$ cat src/design/char_lcd_command_generator_unit_assert.svh
// Assertion macros for the character LCD command generator.
`ifndef CHAR_LCD_COMMAND_GENERATOR_UNIT_ASSERT_SVH
`define CHAR_LCD_COMMAND_GENERATOR_UNIT_ASSERT_SVH

// Same-cycle implication, sampled on clk, off while rst_n is low.
`define CLDC_ASSERT_IMP(label, ante, cons) \
    label: assert property (@(posedge clk) disable iff (!rst_n) (ante) |-> (cons)) \
        else $error("cldc assertion failed");

// Next-cycle implication, sampled on clk, off while rst_n is low.
`define CLDC_ASSERT_NEXT(label, ante, cons) \
    label: assert property (@(posedge clk) disable iff (!rst_n) (ante) |=> (cons)) \
        else $error("cldc assertion failed");

`endif

$ cat src/design/cldc_pkg.sv
// Shared types, constants and helper functions of the LCD command generator.
`default_nettype none
package cldc_pkg;

    localparam int MAX_DIGITS = 20;
    localparam int NUM_W      = 64;
    localparam int BCD_W      = 4 * MAX_DIGITS;
    localparam int CNT_W      = $clog2(MAX_DIGITS + 1);
    localparam int BIT_CNT_W  = $clog2(NUM_W);

    // Request codes
    localparam logic [2:0] REQ_CMD_BYTE  = 3'd0;
    localparam logic [2:0] REQ_DATA_BYTE = 3'd1;
    localparam logic [2:0] REQ_GOTO      = 3'd2;
    localparam logic [2:0] REQ_NUMBER    = 3'd3;
    localparam logic [2:0] REQ_INIT      = 3'd4;

    // Configuration register indexes
    localparam logic [1:0] CFG_BUS_MODE    = 2'd0;
    localparam logic [1:0] CFG_ROW1_OFFSET = 2'd1;

    // Display command bytes
    localparam logic [7:0] LCD_FUNC_8BIT  = 8'h38;
    localparam logic [7:0] LCD_DISPLAY_ON = 8'b0000_1100;
    localparam logic [7:0] LCD_CLEAR      = 8'h01;
    localparam logic [7:0] LCD_HOME       = 8'h02;
    localparam logic [7:0] LCD_FUNC_4BIT  = 8'h28;
    localparam logic [7:0] ASCII_ZERO     = 8'd48;
    localparam logic [3:0] DECIMAL_BASE   = 4'd10;

    localparam logic [6:0] ROW1_OFFSET_RST = 7'd64;

    typedef logic [2:0]       cmd_t;
    typedef logic [7:0]       byte_t;
    typedef logic [1:0]       row_t;
    typedef logic [5:0]       col_t;
    typedef logic [NUM_W-1:0] num_t;
    typedef logic [BCD_W-1:0] bcd_t;
    typedef logic [1:0]       cfg_idx_t;
    typedef logic [7:0]       cfg_data_t;

    // Control and status between the sequencer and the conversion unit
    typedef struct packed {
        logic start;
    } conv_ctl_t;

    typedef struct packed {
        logic busy;
        logic done;
    } conv_stat_t;

    // Set-address command for a row and an 8-bit column
    function automatic byte_t pos_addr(input row_t row, input byte_t place,
                                       input logic [6:0] offset);
        logic [6:0] addr;
        begin
            case (row)
                2'd0:    addr = place[6:0];
                2'd1:    addr = offset + place[6:0];
                default: addr = 7'd0;
            endcase
            pos_addr = {1'b1, addr};
        end
    endfunction

    // Init sequence byte for a step; four-bit mode has a leading home command
    function automatic byte_t init_byte(input logic mode, input logic [1:0] step);
        logic [1:0] s;
        begin
            s = mode ? step : step + 2'd1;
            case (s)
                2'd0:    init_byte = LCD_HOME;
                2'd1:    init_byte = mode ? LCD_FUNC_4BIT : LCD_FUNC_8BIT;
                2'd2:    init_byte = LCD_DISPLAY_ON;
                default: init_byte = LCD_CLEAR;
            endcase
        end
    endfunction

endpackage
`default_nettype wire

$ cat src/design/cldc_req_if.sv
// Request channel: one display request per transfer.
`default_nettype none
interface cldc_req_if;
    logic              valid;
    logic              ready;
    cldc_pkg::cmd_t    command;
    cldc_pkg::byte_t   value_byte;
    cldc_pkg::row_t    row;
    cldc_pkg::col_t    column;
    cldc_pkg::num_t    number;

    modport source (output valid, command, value_byte, row, column, number,
                    input ready);
    modport sink   (input valid, command, value_byte, row, column, number,
                    output ready);
endinterface
`default_nettype wire

$ cat src/design/cldc_xfer_if.sv
// Bus channel: one register-select bit and byte per transfer.
`default_nettype none
interface cldc_xfer_if;
    logic            valid;
    logic            ready;
    logic            register_select;
    cldc_pkg::byte_t bus_byte;
    logic            last_of_run;

    modport source (output valid, register_select, bus_byte, last_of_run,
                    input ready);
    modport sink   (input valid, register_select, bus_byte, last_of_run,
                    output ready);
endinterface
`default_nettype wire

$ cat src/design/cldc_cfg_if.sv
// Configuration write channel: register index and write data.
`default_nettype none
interface cldc_cfg_if;
    logic                valid;
    logic                ready;
    cldc_pkg::cfg_idx_t  index;
    cldc_pkg::cfg_data_t data;

    modport source (output valid, index, data, input ready);
    modport sink   (input valid, index, data, output ready);
endinterface
`default_nettype wire

$ cat src/design/cldc_bcd_conv.sv
// Binary to BCD conversion unit, one shift-and-adjust step per cycle.
`default_nettype none
module cldc_bcd_conv (
    input  wire logic                 clk,
    input  wire logic                 rst_n,
    input  wire cldc_pkg::conv_ctl_t  ctl,
    input  wire cldc_pkg::num_t       number,
    output cldc_pkg::conv_stat_t      stat,
    output cldc_pkg::bcd_t            bcd
);
    import cldc_pkg::*;

    logic                 busy_reg,  busy_next;
    logic                 done_reg,  done_next;
    logic [BIT_CNT_W-1:0] cnt_reg,   cnt_next;
    num_t                 num_reg,   num_next;
    bcd_t                 bcd_reg,   bcd_next;
    bcd_t                 bcd_adj;

    // Add 3 to every digit of 5 or more before the shift
    always_comb
    begin
        for (int i = 0; i < MAX_DIGITS; i++)
        begin
            if (bcd_reg[4*i +: 4] >= 4'd5)
                bcd_adj[4*i +: 4] = bcd_reg[4*i +: 4] + 4'd3;
            else
                bcd_adj[4*i +: 4] = bcd_reg[4*i +: 4];
        end
    end

    // Step sequencing
    always_comb
    begin
        busy_next = busy_reg;
        done_next = 1'b0;
        cnt_next  = cnt_reg;
        num_next  = num_reg;
        bcd_next  = bcd_reg;
        if (ctl.start)
        begin
            busy_next = 1'b1;
            cnt_next  = '0;
            num_next  = number;
            bcd_next  = '0;
        end
        else if (busy_reg)
        begin
            bcd_next = {bcd_adj[BCD_W-2:0], num_reg[NUM_W-1]};
            num_next = {num_reg[NUM_W-2:0], 1'b0};
            cnt_next = cnt_reg + 1'b1;
            if (cnt_reg == BIT_CNT_W'(NUM_W - 1))
            begin
                busy_next = 1'b0;
                done_next = 1'b1;
            end
        end
    end

    always_ff @(posedge clk or negedge rst_n)
    begin
        if (!rst_n)
        begin
            busy_reg <= 1'b0;
            done_reg <= 1'b0;
            cnt_reg  <= '0;
        end
        else
        begin
            busy_reg <= busy_next;
            done_reg <= done_next;
            cnt_reg  <= cnt_next;
        end
    end

    always_ff @(posedge clk)
    begin
        num_reg <= num_next;
        bcd_reg <= bcd_next;
    end

    assign stat.busy = busy_reg;
    assign stat.done = done_reg;
    assign bcd       = bcd_reg;

endmodule
`default_nettype wire

$ cat src/design/char_lcd_command_generator_unit.sv
// Raw byte, position and init requests load their first transfer into the output register
// from S_EMIT. A number is converted in 64 shift-and-adjust steps, its digits taken in S_CONV
// and its leading zeros trimmed in S_SCAN, then 2 transfers per digit; one transfer per cycle
// while the output is not stalled. One request at a time; ready returns once the last transfer
// is in the output register. Reset: asynchronous active-low rst_n; bus_mode 0, row1_offset 64.
`default_nettype none
module char_lcd_command_generator_unit (
    input  wire logic  clk,
    input  wire logic  rst_n,
    cldc_req_if.sink   req,
    cldc_xfer_if.source xfer,
    cldc_cfg_if.sink   cfg
);
    import cldc_pkg::*;

    `include "char_lcd_command_generator_unit_assert.svh"

    localparam logic [1:0] S_IDLE = 2'd0;
    localparam logic [1:0] S_CONV = 2'd1;
    localparam logic [1:0] S_SCAN = 2'd2;
    localparam logic [1:0] S_EMIT = 2'd3;

    localparam logic [1:0] KIND_SINGLE = 2'd0;
    localparam logic [1:0] KIND_INIT   = 2'd1;
    localparam logic [1:0] KIND_NUM    = 2'd2;

    logic [1:0]       state_reg,  state_next;
    logic [1:0]       kind_reg,   kind_next;
    logic             rs_reg,     rs_next;
    byte_t            byte_reg,   byte_next;
    row_t             row_reg,    row_next;
    col_t             col_reg,    col_next;
    logic [1:0]       step_reg,   step_next;
    logic             phase_reg,  phase_next;
    logic [CNT_W-1:0] count_reg,  count_next;
    byte_t            place_reg,  place_next;
    bcd_t             digits_reg, digits_next;

    logic             xv_reg,     xv_next;
    logic             xrs_reg,    xrs_next;
    byte_t            xbyte_reg,  xbyte_next;
    logic             xlast_reg,  xlast_next;

    logic             bus_mode_reg;
    logic [6:0]       row1_offset_reg;

    conv_ctl_t        conv_ctl;
    conv_stat_t       conv_stat;
    bcd_t             conv_bcd;

    logic             req_xfer;
    logic             slot_free;
    logic [3:0]       top_digit;
    logic [1:0]       init_last;

    assign req.ready = (state_reg == S_IDLE);
    assign req_xfer  = req.valid && req.ready;
    assign slot_free = !xv_reg || xfer.ready;
    assign init_last = bus_mode_reg ? 2'd3 : 2'd2;
    assign top_digit = digits_reg[{count_reg - 1'b1, 2'b00} +: 4];

    assign conv_ctl.start = req_xfer && (req.command == REQ_NUMBER);

    // Binary to decimal conversion unit
    cldc_bcd_conv u_conv (
        .clk    (clk),
        .rst_n  (rst_n),
        .ctl    (conv_ctl),
        .number (req.number),
        .stat   (conv_stat),
        .bcd    (conv_bcd)
    );

    // Sequencer and output register loading
    always_comb
    begin
        state_next  = state_reg;
        kind_next   = kind_reg;
        rs_next     = rs_reg;
        byte_next   = byte_reg;
        row_next    = row_reg;
        col_next    = col_reg;
        step_next   = step_reg;
        phase_next  = phase_reg;
        count_next  = count_reg;
        place_next  = place_reg;
        digits_next = digits_reg;
        xv_next     = xv_reg && !xfer.ready;
        xrs_next    = xrs_reg;
        xbyte_next  = xbyte_reg;
        xlast_next  = xlast_reg;

        case (state_reg)
            S_IDLE:
            begin
                if (req_xfer)
                begin
                    row_next  = req.row;
                    col_next  = req.column;
                    step_next = 2'd0;
                    case (req.command)
                        REQ_CMD_BYTE:
                        begin
                            kind_next  = KIND_SINGLE;
                            rs_next    = 1'b0;
                            byte_next  = req.value_byte;
                            state_next = S_EMIT;
                        end
                        REQ_DATA_BYTE:
                        begin
                            kind_next  = KIND_SINGLE;
                            rs_next    = 1'b1;
                            byte_next  = req.value_byte;
                            state_next = S_EMIT;
                        end
                        REQ_GOTO:
                        begin
                            kind_next  = KIND_SINGLE;
                            rs_next    = 1'b0;
                            byte_next  = pos_addr(req.row, {2'b00, req.column},
                                                  row1_offset_reg);
                            state_next = S_EMIT;
                        end
                        REQ_NUMBER:
                        begin
                            kind_next  = KIND_NUM;
                            state_next = S_CONV;
                        end
                        REQ_INIT:
                        begin
                            kind_next  = KIND_INIT;
                            state_next = S_EMIT;
                        end
                        default:
                        begin
                            // unused codes give no transfers
                            state_next = S_IDLE;
                        end
                    endcase
                end
            end
            S_CONV:
            begin
                if (conv_stat.done)
                begin
                    digits_next = conv_bcd;
                    count_next  = CNT_W'(MAX_DIGITS);
                    state_next  = S_SCAN;
                end
            end
            S_SCAN:
            begin
                // trim leading zero digits, keeping at least one
                if (count_reg > CNT_W'(1) && top_digit == 4'd0)
                    count_next = count_reg - 1'b1;
                else
                begin
                    place_next = {2'b00, col_reg} + 8'(count_reg) - 8'd1;
                    phase_next = 1'b0;
                    state_next = S_EMIT;
                end
            end
            S_EMIT:
            begin
                if (slot_free)
                begin
                    xv_next = 1'b1;
                    case (kind_reg)
                        KIND_INIT:
                        begin
                            xrs_next   = 1'b0;
                            xbyte_next = init_byte(bus_mode_reg, step_reg);
                            xlast_next = (step_reg == init_last);
                            step_next  = step_reg + 1'b1;
                            if (step_reg == init_last)
                                state_next = S_IDLE;
                        end
                        KIND_NUM:
                        begin
                            if (!phase_reg)
                            begin
                                xrs_next   = 1'b0;
                                xbyte_next = pos_addr(row_reg, place_reg, row1_offset_reg);
                                xlast_next = 1'b0;
                                phase_next = 1'b1;
                            end
                            else
                            begin
                                xrs_next    = 1'b1;
                                xbyte_next  = ASCII_ZERO + {4'b0000, digits_reg[3:0]};
                                xlast_next  = (count_reg == CNT_W'(1));
                                phase_next  = 1'b0;
                                digits_next = {4'b0000, digits_reg[BCD_W-1:4]};
                                place_next  = place_reg - 8'd1;
                                count_next  = count_reg - 1'b1;
                                if (count_reg == CNT_W'(1))
                                    state_next = S_IDLE;
                            end
                        end
                        default:
                        begin
                            xrs_next   = rs_reg;
                            xbyte_next = byte_reg;
                            xlast_next = 1'b1;
                            state_next = S_IDLE;
                        end
                    endcase
                end
            end
            default:
            begin
                state_next = S_IDLE;
            end
        endcase
    end

    // Control registers
    always_ff @(posedge clk or negedge rst_n)
    begin
        if (!rst_n)
        begin
            state_reg <= S_IDLE;
            xv_reg    <= 1'b0;
        end
        else
        begin
            state_reg <= state_next;
            xv_reg    <= xv_next;
        end
    end

    // Payload registers
    always_ff @(posedge clk)
    begin
        kind_reg   <= kind_next;
        rs_reg     <= rs_next;
        byte_reg   <= byte_next;
        row_reg    <= row_next;
        col_reg    <= col_next;
        step_reg   <= step_next;
        phase_reg  <= phase_next;
        count_reg  <= count_next;
        place_reg  <= place_next;
        digits_reg <= digits_next;
        xrs_reg    <= xrs_next;
        xbyte_reg  <= xbyte_next;
        xlast_reg  <= xlast_next;
    end

    // Configuration registers; writes to other indexes are dropped
    assign cfg.ready = 1'b1;

    always_ff @(posedge clk or negedge rst_n)
    begin
        if (!rst_n)
        begin
            bus_mode_reg    <= 1'b0;
            row1_offset_reg <= ROW1_OFFSET_RST;
        end
        else if (cfg.valid)
        begin
            if (cfg.index == CFG_BUS_MODE)
                bus_mode_reg <= cfg.data[0];
            else if (cfg.index == CFG_ROW1_OFFSET)
                row1_offset_reg <= cfg.data[6:0];
        end
    end

    assign xfer.valid           = xv_reg;
    assign xfer.register_select = xrs_reg;
    assign xfer.bus_byte        = xbyte_reg;
    assign xfer.last_of_run     = xlast_reg;

    // Checks
    `CLDC_ASSERT_IMP(a_conv_done_in_conv, conv_stat.done, state_reg == S_CONV)
    `CLDC_ASSERT_IMP(a_scan_count_range, state_reg == S_SCAN,
                     count_reg >= CNT_W'(1) && count_reg <= CNT_W'(MAX_DIGITS))
    `CLDC_ASSERT_IMP(a_num_emit_has_digit, state_reg == S_EMIT && kind_reg == KIND_NUM,
                     count_reg != '0)
    `CLDC_ASSERT_NEXT(a_start_busy, conv_ctl.start, conv_stat.busy && state_reg == S_CONV)

endmodule
`default_nettype wire
$ cat src/flat_wrapper.sv
// flat-port wrapper written by rule: the top's interface ports become plain ports
module char_lcd_command_generator_unit_flat import cldc_pkg::*;
  (clk, rst_n, req_valid, req_command, req_value_byte, req_row, req_column, req_number, req_ready, xfer_valid, xfer_register_select, xfer_bus_byte, xfer_last_of_run, xfer_ready, cfg_valid, cfg_index, cfg_data, cfg_ready);
  cldc_req_if req_i ();
  cldc_xfer_if xfer_i ();
  cldc_cfg_if cfg_i ();
  input  wire logic clk;
  input  wire logic rst_n;
  input wire logic [$bits(req_i.valid)-1:0] req_valid;
  input wire logic [$bits(req_i.command)-1:0] req_command;
  input wire logic [$bits(req_i.value_byte)-1:0] req_value_byte;
  input wire logic [$bits(req_i.row)-1:0] req_row;
  input wire logic [$bits(req_i.column)-1:0] req_column;
  input wire logic [$bits(req_i.number)-1:0] req_number;
  output wire logic [$bits(req_i.ready)-1:0] req_ready;
  output wire logic [$bits(xfer_i.valid)-1:0] xfer_valid;
  output wire logic [$bits(xfer_i.register_select)-1:0] xfer_register_select;
  output wire logic [$bits(xfer_i.bus_byte)-1:0] xfer_bus_byte;
  output wire logic [$bits(xfer_i.last_of_run)-1:0] xfer_last_of_run;
  input wire logic [$bits(xfer_i.ready)-1:0] xfer_ready;
  input wire logic [$bits(cfg_i.valid)-1:0] cfg_valid;
  input wire logic [$bits(cfg_i.index)-1:0] cfg_index;
  input wire logic [$bits(cfg_i.data)-1:0] cfg_data;
  output wire logic [$bits(cfg_i.ready)-1:0] cfg_ready;
  assign req_i.valid = req_valid;
  assign req_i.command = req_command;
  assign req_i.value_byte = req_value_byte;
  assign req_i.row = req_row;
  assign req_i.column = req_column;
  assign req_i.number = req_number;
  assign req_ready = req_i.ready;
  assign xfer_valid = xfer_i.valid;
  assign xfer_register_select = xfer_i.register_select;
  assign xfer_bus_byte = xfer_i.bus_byte;
  assign xfer_last_of_run = xfer_i.last_of_run;
  assign xfer_i.ready = xfer_ready;
  assign cfg_i.valid = cfg_valid;
  assign cfg_i.index = cfg_index;
  assign cfg_i.data = cfg_data;
  assign cfg_ready = cfg_i.ready;
  char_lcd_command_generator_unit u_core (.clk(clk), .rst_n(rst_n), .req(req_i), .xfer(xfer_i), .cfg(cfg_i));
endmodule
$ cat config.mk
export PLATFORM = sky130hd
export DESIGN_NAME = char_lcd_command_generator_unit_flat
export DESIGN_NICKNAME = d
export VERILOG_FILES = /design/src/design/cldc_pkg.sv /design/src/design/cldc_req_if.sv /design/src/design/cldc_xfer_if.sv /design/src/design/cldc_cfg_if.sv /design/src/design/cldc_bcd_conv.sv /design/src/design/char_lcd_command_generator_unit.sv /design/src/flat_wrapper.sv
export VERILOG_INCLUDE_DIRS = /design/src /design/src/design
export SDC_FILE = /design/constraint.sdc
export NUM_CORES = 1
export LEC_CHECK = 0
export BUFFER_PORTS_ARGS = -buffer_cell sky130_fd_sc_hd__clkbuf_2
export CAP_MARGIN = 20
export CORE_MARGIN = 2
export CORE_UTILIZATION = 60
export DETAILED_ROUTE_END_ITERATION = 10
export GPL_TIMING_DRIVEN = 0
export PLACE_DENSITY = 0.77
export SYNTH_ARGS = -nofsm -noshare
export SYNTH_HDL_FRONTEND = slang
export SYNTH_HIERARCHICAL = 1
export SYNTH_SLANG_ARGS = --single-unit
$ cat constraint.sdc
create_clock -name clk -period 11.75 [get_ports clk]
set_input_delay 2.35 -clock clk [delete_from_list [all_inputs] [get_ports clk]]
set_output_delay 2.35 -clock clk [all_outputs]
set_load 0.01 [all_outputs]
==> reports/metrics.csv, run 1 <==
stage,metric,value,unit
status,outcome,finished clean,
power,vdd_drop_max,0.1990,mV
detailed_routing,wl,36470,um
floorplanning,fp.coreArea,25250,sq um
placement,routabilityCongestion,0.8856,
global_route,grt_max_degree,35,
cts,cts_made_buffers,30,
run,drv_cap,0,
sta,relSlewSlack,49.79,%
layout,fin_nets,1695,
global_route,grt_first_pass_wirelength,57970,um
detailed_routing,route.detailed.drc,0,
critical_path,worstSetupEndpointType,flip-flop,
floorplanning,dieArea,27100,sq um
layout,n_antenna_cell,0,
hold_path,min_path_type,reg -> reg,
sta,fin_setup_tns,0,ns
detailed_routing,initialDrtViolationCount,980,
cts,cts_max_path_buffers,3,
layout,fillers,1864,
critical_path,crit_type,in -> reg,
global_route,grtUsageTotal,26.94,%
sta,finalSetupViolations,0,
floorplanning,initial_core_util,61.29,%
global_route,overflow,0,
critical_path,cp_cell_sequence,"clkbuf_2, and3b_1, and3_1, buf_2, buf_4, buf_2, nor2_1, inv_2, buf_12",
yosys,syn_inst,1372,
detailed_routing,num_vias,11402,
power,powerDensity,307.2,nW/um^2
critical_path,cp_max_fo,34,
critical_path,critPathMostFrequentCell,buf_2,
layout,area_growth_syn_to_layout,13.14,%
layout,multiInputGateArea,6989,sq um
sta,period_needed,4.616,ns
hold_path,hp-start,u_core/u_conv/num_reg[63],
global_route,grt_pass1_vias,11422,
detailed_routing,antenna_left,0,
floorplanning,io_pins,111,
floorplanning,rows,58,
critical_path,worstRegToRegCells,12,
power,finalPower,5.380,mW
cts,post_cts_buffers,0,
cts,cts_sinks,287,
global_route,antenna_found_initial,0,
cts,postCtsResizedCells,0,
cts,cts_tree,yes,
cts,clock_latency,0.57,ns
power,power_leakage,6.782,nW
hold_path,whs_endpoint,u_core/u_conv/bcd[0],
critical_path,worstPathRequired,12.02,ns
hold_path,hold_path_depth,2,
detailed_routing,drtPass1Iterations,5,
sta,worstMarginPinSlew,0.7520,ns
critical_path,arrival,4.88,ns
sta,drv_slew,0,
floorplanning,die_h,164.6,um
sta,fmaxAchievable,216.7,MHz
floorplanning,die_w,164.6,um
cts,htree_num_levels,1,
sta,fin_crit_sh,39.28,%
critical_path,start_kind,input port,
critical_path,cp_slowest_stage_delay,0.58,ns
detailed_routing,via_per_inst,6.097,
sta,rsz0062_at_grt,no,
layout,seq_area,7724,sq um
yosys,syn_area,15480,sq um
placement,pre_cts_ws,6.580,ns
yosys,synth_nets,1550,
sta,finalWorstSetupSlack,7.134,ns
layout,layout-drive-gt1-share,26.43,%
critical_path,slowest_stage,inv_2,
detailed_routing,wl_per_cell,19.50,um
yosys,yosysWarningCount,6,
cts,cts-root-buf,clkbuf_16,
placement,port_buffers,108,
critical_path,reg2reg_setup_slack,8.18,ns
cts,ctsHoldBuffers,0,
sta,skew,0.02315,ns
critical_path,r2r-start,u_core/count_reg[0],
cts,clkSlewWorstSetupHoldPaths,0.06,ns
critical_path,reg2reg_to,u_core/place_reg[6],
yosys,syn_area_per_cell,11.28,sq um
placement,dp_hpwl,26260,um
sta,hold_viol,0,
-- layer usage --
metal  wire (um)  GRT usage (%)  share of wire, %
met1       15190          35.12                42
met2       17330          45.06                48
met3        2476          4.219               6.8
met4        1469          11.15               4.0
met5           0              0                 0
-- cell usage in the layout (no fill, tap or decap), types with 27 or more instances in the layout --
cell,count
nand2_1,76
edfxtp_1,188
dfxtp_1,80
inv_1,113
mux2_2,154
o21ai_0,61
nor2_1,58
a21oi_1,78
clkbuf_16,30
clkbuf_2,108
ha_1,77
o21ai_1,32
nor3_1,27
-- final cells by class --
cell class,instances,area share [%]
inverter,115,2.465
tap,330,2.358
clock inverter,15,1.008
sequential,287,44.11
clock buffer,40,4.673
timing repair buffer,113,3.501
multi-input combinational,908,39.91
buffer,62,1.972
-- where the power goes --
part / switching [mW] / internal [mW]
registers: 0.379 / 1.74
clock network: 0.395 / 0.557
logic: 1.28 / 1.02
-- per-stage QoR --
step / std cells / util, % / cell area (sq um) / hold WS [ns]
after detailed placement: 1814 / 65.37 / 16510 / 0.4576
after global routing: 1870 / 69.34 / 17510 / 0.5310
after floorplan: 1372 / - / 15480 / 0.4401
after global placement: 1810 / 65.06 / 16430 / 0.4534
final: 1870 / 69.34 / 17510 / 0.5117
after CTS: 1869 / 69.31 / 17500 / 0.5047
-- worst max-delay path by stage --
stage,slack (ns),start,to,cells after the start
6_report,7.13,req_command[2],u_core/u_conv/num_reg[1],9
5_1_grt,7.00,req_command[2],u_core/u_conv/num_reg[3],9
3_5_place_dp,6.58,req_command[2],u_core/u_conv/num_reg[3],9
3_3_place_gp,3.71,xfer_ready,u_core/digits_reg[21],5
2_1_floorplan,5.26,xfer_ready,u_core/digits_reg[0],4
4_1_cts,7.19,req_command[2],u_core/u_conv/num_reg[3],9
-- worst max-delay path: cells and delay by family --
kind / cells / cell delay [ns]
buffers and inverters: 6 / 1.90
and+or+nand+nor: 3 / 0.61
Note: power is estimated with default switching activity, not from simulation.
==> run 2, diff against run 1 <==
--- a/config.mk
+++ b/config.mk
@@ -6,13 +6,14 @@
 export SDC_FILE = /design/constraint.sdc
 export NUM_CORES = 1
 export LEC_CHECK = 0
+export ABC_AREA = 1
 export BUFFER_PORTS_ARGS = -buffer_cell sky130_fd_sc_hd__clkbuf_2
 export CAP_MARGIN = 20
 export CORE_MARGIN = 2
-export CORE_UTILIZATION = 60
+export CORE_UTILIZATION = 55
 export DETAILED_ROUTE_END_ITERATION = 10
 export GPL_TIMING_DRIVEN = 0
-export PLACE_DENSITY = 0.77
+export PLACE_DENSITY = 0.75
 export SYNTH_ARGS = -nofsm -noshare
 export SYNTH_HDL_FRONTEND = slang
 export SYNTH_HIERARCHICAL = 1
==> constraint.sdc (replaced) <==
create_clock -name clk -period 3.9 [get_ports clk]
set_input_delay 0.78 -clock clk [delete_from_list [all_inputs] [get_ports clk]]
set_output_delay 0.78 -clock clk [all_outputs]
set_load 0.01 [all_outputs]
==> reports/metrics.csv, run 2 <==
stage,metric,value,unit
yosys,syn_inst,1821,
layout,multiInputGateArea,6314,sq um
cts,clkSlewWorstSetupHoldPaths,0.06,ns
yosys,yosysWarningCount,6,
sta,finalWorstSetupSlack,0.9842,ns
sta,rsz0062_at_grt,no,
power,switching_power,5.629,mW
layout,seq_area,7724,sq um
cts,cts_max_path_buffers,3,
detailed_routing,num_vias,12695,
cts,postCtsResizedCells,0,
layout,fillers,2296,
critical_path,start_kind,flip-flop,
detailed_routing,route.detailed.drc,0,
global_route,grtUsageTotal,24.82,%
placement,pre_cts_ws,0.9704,ns
sta,skew,0.009294,ns
detailed_routing,via_per_inst,5.441,
floorplanning,die_h,170.2,um
status,outcome,finished clean,
power,intPower,8.514,mW
power,vdd_drop_max,0.4049,mV
power,power_leakage,8.264,nW
cts,post_cts_buffers,0,
layout,layout-drive-gt1-share,12.40,%
layout,mostFrequentLayoutCells,"nand2_1 (674), inv_1 (202), edfxtp_1 (188)",
global_route,overflow,0,
power,powerDensity,820.5,nW/um^2
yosys,syn_area_per_cell,8.347,sq um
cts,htree_num_levels,1,
cts,cts_made_buffers,31,
critical_path,arrival,3.16,ns
power,pwr-share-seq,40.8,%
detailed_routing,initialDrtViolationCount,1124,
floorplanning,fp.coreArea,27030,sq um
hold_path,min_path_type,in -> async,
sta,worstMarginPinSlew,0.7643,ns
critical_path,worstPathRequired,4.14,ns
floorplanning,dieArea,28980,sq um
critical_path,crit_type,reg -> reg,
critical_path,reg2reg_setup_slack,0.98,ns
layout,fin_nets,2145,
sta,finalSetupViolations,0,
detailed_routing,antenna_left,0,
power,p_sw_share,39.80,%
sta,fin_crit_sh,74.76,%
cts,clock_latency,0.56,ns
critical_path,cp_cell_sequence,"inv_1, ha_1, nand2_1, nor3_1, buf_4, nor2_4, buf_4, inv_2, buf_12",
yosys,synth_nets,1999,
detailed_routing,wl,36370,um
detailed_routing,wl_per_cell,15.59,um
sta,drv_slew,0,
placement,dp.cells,2273,
global_route,grt_max_degree,47,
floorplanning,rows,60,
sta,period_needed,2.916,ns
global_route,grt_first_pass_wirelength,58100,um
global_route,antenna_found_initial,0,
layout,design_area,17240,sq um
floorplanning,io_pins,111,
floorplanning,die_w,170.2,um
floorplanning,initial_core_util,56.24,%
layout,stdcell_count,2333,
critical_path,cp_max_fo,46,
critical_path,slowest_stage,inv_2,
sta,fin_setup_tns,0,ns
power,power.share.combinational,39.1,%
cts,cts_tree,yes,
power,clkPwrFrac,20.1,%
critical_path,critPathTopFamily,buffers and inverters,
detailed_routing,drtPass1Iterations,6,
yosys,syn_area,15200,sq um
cts,ctsHoldBuffers,0,
global_route,grt_pass1_vias,11957,
placement,routabilityCongestion,0.8515,
layout,area_growth_syn_to_layout,13.41,%
critical_path,worstSetupEndpointType,flip-flop,
sta,hold_viol,0,
cts,cts_sinks,287,
run,drv_cap,0,
power,finalPower,14.14,mW
critical_path,critPathMostFrequentCell,buf_4,
cts,cts-root-buf,clkbuf_16,
sta,fmaxAchievable,343.0,MHz
layout,layout_commonest_cell,nand2_1,
placement,dp_hpwl,25730,um
placement,port_buffers,108,
placement,placed_area,16240,sq um
critical_path,cp_slowest_stage_delay,0.43,ns
layout,n_antenna_cell,0,
critical_path,path_buf_inv,5,
sta,relSlewSlack,48.93,%
-- run 2: final cells by class --
class | count | area share [%]
sequential | 287 | 44.81
clock buffer | 37 | 4.747
multi-input combinational | 1265 | 36.63
clock inverter | 21 | 0.9654
buffer | 59 | 2.192
timing repair buffer | 113 | 3.571
inverter | 210 | 4.616
tap | 341 | 2.475
-- run 2: through the flow --
step	hold WS, ns	utilization [%]
after floorplan	0.4215	-
after global placement	0.4583	59.83
after detailed placement	0.4660	60.08
after CTS	0.2092	63.73
after global routing	0.2202	63.78
final	0.2127	63.78
-- run 2: path summary, 6_finish.rpt --
check / startpoint / to / cells past startpoint
min in group clk: req_row[0] / u_core/row_reg[0] / 1
worst max-delay path: u_core/state_reg[0] / u_core/u_conv/num_reg[16] / 9
worst min register to register: u_core/u_conv/bcd[77] / u_core/u_conv/bcd[77] / 2
max in group asynchronous: rst_n / u_core/u_conv/cnt_reg[3] / 1
worst min-delay path: rst_n / u_core/bus_mode_reg / 1
worst max register to register: u_core/state_reg[0] / u_core/u_conv/num_reg[16] / 9
-- run 2: power groups by stage --
stage	combinational [mW]	sequential (mW)	clock, mW
3_5_place_dp	5.42	5.79	0
3_3_place_gp	5.11	5.81	0
6_report	5.54	5.76	2.84
4_1_cts	5.47	5.74	2.89
2_1_floorplan	3.97	5.58	0
5_1_grt	6.26	5.89	3.01
-- run 2: per-layer routing --
layer | GRT usage (%) | vias to the layer above | share of wire (%)
li1 | - | 6244 | -
met1 | 33.17 | 5946 | 43
met2 | 42.10 | 437 | 48
met3 | 3.651 | 68 | 6.9
met4 | 7.209 | 0 | 2.5
met5 | 0 | - | 0
